`src/rtl/crcc_pkg.sv`:
```
// Package for the CRC codeword checker: item types, the per-item step bundle,
// configuration register indexes and reset values. No dependencies.
package crcc_pkg;

  typedef struct packed {
    logic [7:0] in_byte;
    logic       is_header;
  } crcc_in_t;

  typedef struct packed {
    logic [7:0]  dataword;
    logic        crc_error;
    logic        byte_ready;
    logic [7:0]  data_byte;
    logic [31:0] codeword_total;
    logic [31:0] error_total;
    logic        last_of_run;
  } crcc_out_t;

  typedef struct packed {
    logic [1:0] num;
    crcc_out_t  first;
    crcc_out_t  second;
  } crcc_step_t;

  localparam logic [1:0] CFG_GEN_POLY   = 2'd0;
  localparam logic [1:0] CFG_GEN_LEN    = 2'd1;
  localparam logic [1:0] CFG_DW_EIGHT   = 2'd2;

  localparam logic [31:0] GEN_POLY_RST  = 32'd11;
  localparam logic [5:0]  GEN_LEN_RST   = 6'd4;

  localparam logic [3:0]  DW_NARROW     = 4'd4;
  localparam logic [3:0]  DW_WIDE       = 4'd8;
  localparam logic [3:0]  PACK_FULL     = 4'd8;

endpackage

```
`src/rtl/crcc_core.sv`:
```
// Stream state and the eight unrolled GF(2) division steps for one byte.
// Depends on crcc_pkg.
module crcc_core #(
  parameter int MAX_GEN_BITS = 32
) (
  input  logic                clk,
  input  logic                rst_n,
  input  logic                step_en,
  input  crcc_pkg::crcc_in_t  item,
  input  logic [31:0]         gen_poly,
  input  logic [5:0]          gen_len,
  input  logic                dw_eight,
  output crcc_pkg::crcc_step_t step
);
  import crcc_pkg::*;

  localparam int REM_W = (MAX_GEN_BITS > 1) ? MAX_GEN_BITS - 1 : 1;
  localparam int CBW   = $clog2(MAX_GEN_BITS + 8);

  logic [7:0]       pad_r,  pad_nxt;
  logic [REM_W-1:0] rem_r,  rem_nxt;
  logic [7:0]       ds_r,   ds_nxt;
  logic [CBW-1:0]   cbc_r,  cbc_nxt;
  logic [7:0]       pb_r,   pb_nxt;
  logic [3:0]       pbc_r,  pbc_nxt;
  logic [31:0]      cw_r,   cw_nxt;
  logic [31:0]      err_r,  err_nxt;

  always_comb begin
    logic [6:0]       len_e;
    logic [3:0]       dlen;
    logic [CBW-1:0]   cwlen;
    logic [REM_W-1:0] rmask;
    logic [REM_W-1:0] pmask;
    logic [REM_W-1:0] rem_sh;
    logic [7:0]       sh;
    logic             bitv;
    logic             msb;
    logic             err;
    logic [7:0]       dw;
    logic             ready;
    logic [7:0]       pbyte;
    logic [1:0]       n;
    crcc_out_t        res;

    pad_nxt = pad_r;
    rem_nxt = rem_r;
    ds_nxt  = ds_r;
    cbc_nxt = cbc_r;
    pb_nxt  = pb_r;
    pbc_nxt = pbc_r;
    cw_nxt  = cw_r;
    err_nxt = err_r;
    step    = '0;
    n       = 2'd0;
    sh      = '0;
    bitv    = 1'b0;
    msb     = 1'b0;
    rem_sh  = '0;
    err     = 1'b0;
    dw      = '0;
    ready   = 1'b0;
    pbyte   = '0;
    res     = '0;

    len_e = {1'b0, gen_len};
    if (len_e == 7'd0) len_e = 7'd1;
    if (len_e > 7'(MAX_GEN_BITS)) len_e = 7'(MAX_GEN_BITS);
    dlen  = dw_eight ? DW_WIDE : DW_NARROW;
    cwlen = CBW'(7'(dlen) + len_e - 7'd1);
    rmask = ~({REM_W{1'b1}} << (len_e - 7'd1));
    pmask = REM_W'(gen_poly) & rmask;

    if (item.is_header) begin
      pad_nxt = item.in_byte;
      rem_nxt = '0;
      ds_nxt  = '0;
      cbc_nxt = '0;
      pb_nxt  = '0;
      pbc_nxt = '0;
    end else begin
      sh = item.in_byte;
      for (int i = 0; i < 8; i++) begin
        bitv = sh[7];
        sh   = sh << 1;
        if (pad_nxt != 8'd0) begin
          pad_nxt = pad_nxt - 8'd1;
        end else begin
          if (cbc_nxt < CBW'(dlen)) ds_nxt = {ds_nxt[6:0], bitv};
          if (len_e > 7'd1) begin
            rem_sh  = rem_nxt >> (len_e - 7'd2);
            msb     = rem_sh[0];
            rem_nxt = ((rem_nxt << 1) | REM_W'(bitv)) & rmask;
            if (msb) rem_nxt = rem_nxt ^ pmask;
          end
          cbc_nxt = cbc_nxt + CBW'(1);
          if (cbc_nxt >= cwlen && n < 2'd2) begin
            err = (rem_nxt != '0);
            dw  = ds_nxt & (dw_eight ? 8'hFF : 8'h0F);
            if (cw_nxt != 32'hFFFF_FFFF) cw_nxt = cw_nxt + 32'd1;
            if (err && err_nxt != 32'hFFFF_FFFF) err_nxt = err_nxt + 32'd1;
            pb_nxt  = (pb_nxt << dlen) | dw;
            pbc_nxt = pbc_nxt + dlen;
            ready   = 1'b0;
            pbyte   = 8'd0;
            if (pbc_nxt >= PACK_FULL) begin
              ready   = 1'b1;
              pbyte   = pb_nxt;
              pb_nxt  = '0;
              pbc_nxt = '0;
            end
            res.dataword       = dw;
            res.crc_error      = err;
            res.byte_ready     = ready;
            res.data_byte      = pbyte;
            res.codeword_total = cw_nxt;
            res.error_total    = err_nxt;
            res.last_of_run    = 1'b0;
            if (n == 2'd0) step.first = res;
            else step.second = res;
            n       = n + 2'd1;
            rem_nxt = '0;
            ds_nxt  = '0;
            cbc_nxt = '0;
          end
        end
      end
    end

    step.num = n;
    if (n == 2'd1) step.first.last_of_run = 1'b1;
    if (n == 2'd2) step.second.last_of_run = 1'b1;
  end

  always_ff @(posedge clk) begin
    if (!rst_n) begin
      pad_r <= '0;
      rem_r <= '0;
      ds_r  <= '0;
      cbc_r <= '0;
      pb_r  <= '0;
      pbc_r <= '0;
      cw_r  <= '0;
      err_r <= '0;
    end else if (step_en) begin
      pad_r <= pad_nxt;
      rem_r <= rem_nxt;
      ds_r  <= ds_nxt;
      cbc_r <= cbc_nxt;
      pb_r  <= pb_nxt;
      pbc_r <= pbc_nxt;
      cw_r  <= cw_nxt;
      err_r <= err_nxt;
    end
  end

endmodule

```
`src/rtl/crcc_res_buf.sv`:
```
// Two-slot result buffer that drains one result item per output handshake.
// Depends on crcc_pkg.
module crcc_res_buf (
  input  logic                 clk,
  input  logic                 rst_n,
  input  logic                 load,
  input  crcc_pkg::crcc_step_t step,
  output logic                 free,
  output logic                 out_valid,
  input  logic                 out_stall,
  output crcc_pkg::crcc_out_t  out_item
);
  import crcc_pkg::*;

  logic [1:0] cnt_r, cnt_nxt;
  crcc_out_t  slot0_r, slot1_r;
  logic       take;
  logic [1:0] cnt_pop;

  assign out_valid = (cnt_r != 2'd0);
  assign out_item  = slot0_r;
  assign take      = out_valid && !out_stall;
  assign cnt_pop   = cnt_r - {1'b0, take};
  assign free      = (cnt_pop == 2'd0);

  always_comb begin
    cnt_nxt = cnt_pop;
    if (load) cnt_nxt = step.num;
  end

  always_ff @(posedge clk) begin
    if (!rst_n) begin
      cnt_r <= '0;
    end else begin
      cnt_r <= cnt_nxt;
    end
  end

  always_ff @(posedge clk) begin
    if (load) begin
      slot0_r <= step.first;
      slot1_r <= step.second;
    end else if (take) begin
      slot0_r <= slot1_r;
    end
  end

endmodule

```
`src/rtl/crc_codeword_checker_top.sv`:
```
// Timing: an item is registered at its accepting edge, its results are loaded
// into the result buffer when step_en allows, and results leave from slot 0.
// Throughput: one byte item per cycle while each byte finishes at most one
// codeword and out_stall is low; a byte that finishes two holds back a later
// byte with results until the single-result output port drains the buffer.
// Reset: synchronous active-low rst_n clears state and counters, loads defaults.
module crc_codeword_checker_top #(
  parameter int MAX_GEN_BITS = 32
) (
  input  logic                clk,
  input  logic                rst_n,
  input  logic                in_valid,
  output logic                in_stall,
  input  crcc_pkg::crcc_in_t  in_item,
  output logic                out_valid,
  input  logic                out_stall,
  output crcc_pkg::crcc_out_t out_item,
  input  logic                cfg_we,
  input  logic [1:0]          cfg_index,
  input  logic [31:0]         cfg_wdata
);
  import crcc_pkg::*;

  logic [31:0] gen_poly_r;
  logic [5:0]  gen_len_r;
  logic        dw_eight_r;
  logic        in_vld_r;
  crcc_in_t    in_item_r;
  crcc_step_t  step;
  logic        buf_free;
  logic        step_en;
  logic        buf_load;

  assign step_en  = in_vld_r && ((step.num == 2'd0) || buf_free);
  assign buf_load = step_en && (step.num != 2'd0);
  assign in_stall = in_vld_r && !step_en;

  always_ff @(posedge clk) begin
    if (!rst_n) begin
      gen_poly_r <= GEN_POLY_RST;
      gen_len_r  <= GEN_LEN_RST;
      dw_eight_r <= 1'b0;
    end else if (cfg_we) begin
      unique case (cfg_index)
        CFG_GEN_POLY: gen_poly_r <= cfg_wdata;
        CFG_GEN_LEN:  gen_len_r  <= cfg_wdata[5:0];
        CFG_DW_EIGHT: dw_eight_r <= cfg_wdata[0];
        default: ;
      endcase
    end
  end

  always_ff @(posedge clk) begin
    if (!rst_n) begin
      in_vld_r <= 1'b0;
    end else if (in_valid && !in_stall) begin
      in_vld_r <= 1'b1;
    end else if (step_en) begin
      in_vld_r <= 1'b0;
    end
  end

  always_ff @(posedge clk) begin
    if (in_valid && !in_stall) in_item_r <= in_item;
  end

  crcc_core #(
    .MAX_GEN_BITS(MAX_GEN_BITS)
  ) u_core (
    .clk      (clk),
    .rst_n    (rst_n),
    .step_en  (step_en),
    .item     (in_item_r),
    .gen_poly (gen_poly_r),
    .gen_len  (gen_len_r),
    .dw_eight (dw_eight_r),
    .step     (step)
  );

  crcc_res_buf u_res_buf (
    .clk       (clk),
    .rst_n     (rst_n),
    .load      (buf_load),
    .step      (step),
    .free      (buf_free),
    .out_valid (out_valid),
    .out_stall (out_stall),
    .out_item  (out_item)
  );

`ifndef SYNTHESIS
  a_load_free: assert property (@(posedge clk) disable iff (!rst_n)
    buf_load |-> buf_free)
    else $error("result buffer loaded while not free");

  a_two_last: assert property (@(posedge clk) disable iff (!rst_n)
    (step.num == 2'd2) |-> (!step.first.last_of_run && step.second.last_of_run))
    else $error("last_of_run misplaced on a two-result item");

  a_hold_item: assert property (@(posedge clk) disable iff (!rst_n)
    (in_vld_r && !step_en) |=> (in_vld_r && $stable(in_item_r)))
    else $error("held item lost or changed");

  a_header_quiet: assert property (@(posedge clk) disable iff (!rst_n)
    (in_vld_r && in_item_r.is_header) |-> (step.num == 2'd0))
    else $error("header item produced a result");
`endif

endmodule
```
`config.mk`:
```
export PLATFORM = sky130hd
export DESIGN_NAME = crc_codeword_checker_top
export DESIGN_NICKNAME = d
export VERILOG_FILES = /design/src/rtl/crcc_pkg.sv /design/src/rtl/crcc_core.sv /design/src/rtl/crcc_res_buf.sv /design/src/rtl/crc_codeword_checker_top.sv
export SDC_FILE = /design/constraint.sdc
export NUM_CORES = 2
export LEC_CHECK = 0
export BUFFER_PORTS_ARGS = -buffer_cell sky130_fd_sc_hd__buf_4
export CAP_MARGIN = 40
export CORE_UTILIZATION = 25
export CTS_CLUSTER_DIAMETER = 80
export DETAILED_ROUTE_END_ITERATION = 7
export PLACE_DENSITY_LB_ADDON = 0.05
export SLEW_MARGIN = 30
export SYNTH_ARGS = -nofsm -noshare
export SYNTH_HDL_FRONTEND = slang
export SYNTH_SLANG_ARGS = --single-unit
```
`constraint.sdc`:
```
create_clock -name clk -period 40.7 [get_ports clk]
set_input_delay 10.175 -clock clk [delete_from_list [all_inputs] [get_ports clk]]
set_output_delay 10.175 -clock clk [all_outputs]
set_load 0.005 [all_outputs]
```
**After elaboration in Yosys (flattened, before gate mapping)**

Cells that the tools add are included.

- Logic and storage cells: 612
- Input port bits: 48
- Register bits: 345
- Output and inout port bits: 85

- Magnitude comparators: 33
- Equal/unequal tests: 20
- Shifts and indexed selects: 17
- Add/sub/neg operators: 52
- Bitwise operators: 43
- Reductions and logical operators: 59
- Mux-type cells: 359

Operator list:

| operator | number |
|---|---|
| 2-to-1 mux 166 bit | 19 |
| 2-to-1 mux 32 bit | 68 |
| 2-to-1 mux 31 bit | 56 |
| 2-to-1 mux 83 bit | 16 |
| 2-to-1 mux 8 bit | 102 |
| adder 32 x 1 -> 32 bit, second input constant | 16 |
| inequality test 32 bit, second input constant | 16 |
| bitwise AND 31 bit | 9 |
| OR 31 x 1 -> 31 bit | 8 |
| nonzero test 31 bit | 8 |
| right shift 31 x 7 -> 1 bit | 8 |
| bitwise XOR 31 bit | 8 |
| 2-to-1 mux 6 bit | 26 |
| 2-to-1 mux 4 bit | 33 |
| bitwise AND 8 bit | 8 |
| OR 8 bit | 8 |
| nonzero test 8 bit | 8 |
| left shift 8 x 4 -> 8 bit | 8 |
| subtractor 8 x 1 -> 8 bit, second input constant | 8 |
| adder 6 x 1 -> 6 bit, second input constant | 8 |
| greater-or-equal comparator 6 bit | 8 |
| < comparator 6 x 4 -> 1 bit | 8 |
| 2-to-1 mux 2 bit | 24 |
| adder 4 bit | 8 |
| other kinds (23) | 94 |

**Depth between registers and ports, before layout**

- Depth after elaboration: 92
- Depth in mapped cells: 114

**By module**

From an unflattened synthesis, not the netlist that was laid out.

- Cells, all modules: 11582
- Area, all modules: 76768.6 um^2

By module, submodules not included:

| module | sequential area each (um^2) | instances | cells an instance | area an instance (um^2) |
|---|---|---|---|---|
| crcc_core | 2462.4 | 1 | 11117 | 68693.4 |
| crcc_res_buf | 5024.8 | 1 | 275 | 6321.1 |
| crc_codeword_checker_top | 1071.0 | 1 | 190 | 1754.2 |

**Least setup slack after synthesis**

Ideal clock, no wire load.

- Path kind: register -> output
- From: register gen_len_r[2]
- To: output port in_stall
- Path slack: 9.252 ns
- Arrival: 21.273 ns
- Stages on the path, launching flop included: 102
- Path buffers: 13
- Cell sequence: dfxtp_1 -> buf_2 -> or4_1 -> a21oi_1 -> buf_2 -> clkbuf_1 -> clkbuf_1 -> clkbuf_1 -> ha_1 -> inv_1 -> fa_1 -> inv_1 -> a21o_1 -> a21oi_1 -> xor2_1 -> ha_1 -> inv_1 -> a2111oi_0 -> [... 66 more ...] -> clkbuf_1 -> nor2_1 -> a21oi_1 -> a21oi_1 -> nand3_1 -> mux2_2 -> ha_1 -> a21oi_1 -> maj3_1 -> inv_1 -> a21oi_1 -> or3_1 -> clkbuf_1 -> nor2_1 -> a21oi_1 -> nor2_1 -> a211oi_1 -> and2_1

- Cells in the longest elaborated chain, start to end: 57
- Elaborated cells between the ends (all ways): 92

Ends and longest elaborated chain:

| element | line | source |
|---|---|---|
| from (decl) | crc_codeword_checker_top.sv:25 | `logic [5:0] gen_len_r;` |
| from (signal assigned) | crc_codeword_checker_top.sv:46 | `CFG_GEN_LEN: gen_len_r <= cfg_wdata[5:0];` |
| zero test 6 bit | crcc_core.sv:67 | `if (len_e == 7'd0) len_e = 7'd1;` |
| 2-to-1 mux 6 bit (*) | crcc_core.sv:67 |  |
| > comparator 6 bit | crcc_core.sv:68 | `if (len_e > 7'(MAX_GEN_BITS)) len_e = 7'(MAX_GEN_BITS);` |
| 2-to-1 mux 6 bit (*) | crcc_core.sv:68 |  |
| adder 4 x 6 -> 6 bit (*) | crcc_core.sv:70 | `cwlen = CBW'(7'(dlen) + len_e - 7'd1);` |
| subtractor 6 x 1 -> 6 bit (*) | crcc_core.sv:70 |  |
| greater-or-equal comparator 6 bit | crcc_core.sv:97 | `if (cbc_nxt >= cwlen && n < 2'd2) begin` |
| 2-to-1 mux 6 bit | crcc_core.sv:97 |  |
| [... 41 more ...] | n/a |  |
| 2-to-1 mux 2 bit | crcc_core.sv:97 |  |
| 2-to-1 mux 2 bit (*) | crcc_core.sv:86 | `if (pad_nxt != 8'd0) begin` |
| 2-to-1 mux 2 bit (*) | crcc_core.sv:74 | `if (item.is_header) begin` |
| zero test 2 bit (*) | crc_codeword_checker_top.sv:34 | `assign step_en = in_vld_r && ((step.num == 2'd0) \|\| buf_free);` |
| logical OR 1 bit (*) | crc_codeword_checker_top.sv:34 |  |
| logical AND 1 bit (*) | crc_codeword_checker_top.sv:34 |  |
| zero test 1 bit (*) | crc_codeword_checker_top.sv:36 | `assign in_stall = in_vld_r && !step_en;` |
| logical AND 1 bit (*) | crc_codeword_checker_top.sv:36 |  |
| to (decl) | crc_codeword_checker_top.sv:13 | `output logic in_stall,` |

Mark *: on every way between the ends. The rest lies on a longest branch, timed or not. The select of a mux whose other input is x is not followed.

**Worst setup path in the final report**

- From: register gen_len_r[3]
- To: output port in_stall

The elaborated chain is that of the path after synthesis.

==> impl_metrics.yaml <==
run_status:
  outcome: "finished with violations"
  violations: "design-rule violations"
setup_path:
  critPathMaxFanout: 24
  cp_top_family: "compound AO/OA/AOI/OAI gates"
  crit_type: "reg -> out"
  crit_arrival_ps: 25810
  critPathMaxStageDelay_ps: 960
  crit_top_cell: "ha_1"
  worst_setup_path_end_kind: "primary output"
  critPathLaunchType: "flop"
  required_ps: 30520
  path_buf_inv: 16
  cp_slowest_cell: "fa_1"
clock_network:
  insertion_delay_ps: 780
  path_clk_slew_ps: 50
  cts_setup_buffers: 0
  cts_tree: "done"
  clock_tree.buffer_depth: 3
  cts.sinks: 339
  hold_buffers: 0
  cts_buffers: 59
  htree_num_levels: 2
  ctsResizeCount: 0
  cts_root_buf: "clkbuf_16"
placement:
  hpwl_um: 464000
  portBuffers: 131
  place.gp.congestion: 1.02
  post-place-cells: 15200
power:
  peakVddDrop_uv: 236
  p_leak_uw: 0.0264
  power_density_nw_per_um2: 96.9
cells_and_area:
  ff_latch_area_um2: 8540
  fillers: 33400
  multi_input_area_um2: 63000
  final_layout_size_suffix_gt1_share_pct: 11.5
  fin_cells: 15400
  area_growth_syn_to_layout_pct: 13.2
  nNetsFinal: 11500
die:
  core-area_um2: 300000
  die_w_um: 551
  ios: 133
  initial_core_util_pct: 25.1
  row_count: 201
  die_h_um: 551
  die_area_um2: 303000
global_route:
  grt_overflow: 0
  grt_max_degree: 111
  antenna_found_initial: 79
  grt_pass1_wl_um: 807000
  grt_pass1_vias: 91600
  grtUsageTotal_pct: 38.0
routing:
  drt_iter0_drc: 14600
  drt_pre_antenna_iters: 8
  vias_per_cell: 6.52
  routedWlPerCell_um: 39.2
  vias: 100000
  postRouteAntennaNets: 0
  drc_errors: 4
  wirelength_um: 601000
timing:
  fmax_ghz: 0.0278
  post-route-period-util_pct: 88.4
  worst_pin_slew_ps: 1100
  period_needed_ps: 35980
  fin_skew_ps: 60.5
  fin_tns_setup_ps: 0
  rsz0062_at_grt: "no"
  final-hold-violation-count: 0
  setup_violations: 0
  slew_viol_final: 0
  max_slew_margin_pct: 26.8
synthesis:
  yosysSeqAreaShare_pct: 11.3
  yosys_warnings: 0
  synth_top_area_share_pct: 8.20
  synth_seq_cells: 339
  yosysTopAreaCell: "xnor2_1"
  syn-cell-area_um2: 75200
  syn_avg_cell_area_um2: 6.58
  synth_edf_count: 175
  syn_inst: 11400
  synth_fp_nets: 11600
  synth_top_cells_by_area: "xnor2_1 8.2%, edfxtp_1 7.0%, nand2_1 6.9%, nor2_1 6.3%, a21oi_1 5.1%"
  synth_flop_cell: "edfxtp_1"
  async_flop_share_pct: 0
  synth_cell_types: 144
worst_hold_path:
  hold_path_class: "reg -> reg"
job:
  maxCapViolCount: 0
## stage by stage
step / setup WS (ps) / instance area (µm²) / power (µW) / hold WS [ps] / utilization (%)
2_1_floorplan: 9250 / 75200 / 4590 / 460 / -
3_3_place_gp: 4650 / 82100 / 7450 / 487 / 27.4
3_5_place_dp: 5670 / 82900 / 7450 / 495 / 27.7
4_1_cts: 4750 / 84900 / 8010 / 501 / 28.3
5_1_grt: 3130 / 85100 / 8590 / 541 / 28.4
6_report: 4720 / 85200 / 8260 / 496 / 28.4
## final cells by class
class	instances	area share [%]
inverter	168	0.752
timing repair buffer	770	7.03
antenna	19	0.0558
multi-input combinational	9985	74.0
tap	3958	5.81
clock buffer	67	1.77
clock inverter	44	0.536
sequential	339	10.0
## cell usage in the layout, fill, tap and decap left out, types with 387 or more instances in the layout
master       n
nor3_1     412
a211oi_1   387
a21oi_1    756
xnor2_1    700
nand2_1   1368
buf_4      682
xor2_1     387
nand3_1    471
nor2_1    1210
o21ai_0    599
## Yosys cell counts (89+ instances only)
| cell type | number |
|---|---|
| nor2_1 | 1255 |
| xor2_1 | 388 |
| inv_1 | 163 |
| a31oi_1 | 195 |
| clkbuf_1 | 681 |
| o21ai_0 | 611 |
| o22ai_1 | 133 |
| o211ai_1 | 247 |
| a21oi_1 | 762 |
| dfxtp_1 | 164 |
| buf_2 | 121 |
| nand3_1 | 474 |
| or3_1 | 132 |
| ha_1 | 105 |
| nor3_1 | 422 |
| nand4_1 | 211 |
| nor4_1 | 195 |
| edfxtp_1 | 175 |
| and3_1 | 143 |
| a22oi_1 | 89 |
| o31ai_1 | 142 |
| xnor2_1 | 704 |
| mux2i_1 | 149 |
| and2_1 | 134 |
| a211oi_1 | 389 |
| nand2_1 | 1389 |
## worst paths after layout
path | from | to | slack, ps | cells past startpoint
max reg2reg | gen_len_r[1] | u_res_buf.out_item[24] | 10560 | 86
min reg2reg | u_core.cw_r[9] | u_core.cw_r[9] | 500 | 2
max | gen_len_r[3] | in_stall | 4720 | 95
min | u_core.cw_r[9] | u_core.cw_r[9] | 500 | 2
## tightest hold or removal path, delay by kind of cell (launching register included)
kind	cells	cell delay (ps)
AOI/OAI and AO/OA	1	60
DFF	1	330
and+or+nand+nor	1	50
## power breakdown
part / internal [µW] / switching [µW] / total [µW]
Combinational: 1960 / 5310 / 7270
Clock: 301 / 229 / 530
Sequential: 412 / 45.4 / 457
Total: 2670 / 5590 / 8260
## flip-flops by register name, indices dropped and copies added (netlist names), 2 cells and up
| register | cells |
|---|---|
| u_core.cw_r | 32 |
| gen_len_r | 6 |
| u_core.err_r | 32 |
| gen_poly_r | 31 |
| u_core.rem_r | 31 |
| u_res_buf.cnt_r | 2 |
| u_core.cbc_r | 6 |
| u_core.pbc_r | 2 |
| u_res_buf.slot1_r | 83 |
| u_res_buf.out_item | 83 |
| u_core.pb_r | 4 |
| in_item_r | 9 |
| u_core.pad_r | 8 |
| u_core.ds_r | 8 |
## metal layers
layer	track usage, %	up-vias	share of wire (%)
met5	0	-	0.024
met4	20.6	22	6.3
met3	8.00	1282	9.9
met2	56.1	6509	41
met1	51.3	49500	43
li1	-	42800	-
## logic make-up (layout without fill, tap and decap cells)
kind of cell / count (synthesis) / in the layout / share of synthesized area [%]
buffers and inverters: 1102 / 1049 / 6.03
multiplexers: 200 / 200 / 2.75
other: 0 / 19 / 0
XOR/XNOR: 1094 / 1094 / 12.8
AO/OA/AOI/OAI: 3629 / 3629 / 33.0
flip-flops: 339 / 339 / 11.3
AND/OR/NAND/NOR: 4955 / 4955 / 32.3
adder cells (fa/ha/maj): 107 / 107 / 1.79
(Power assumes the default switching activity.)
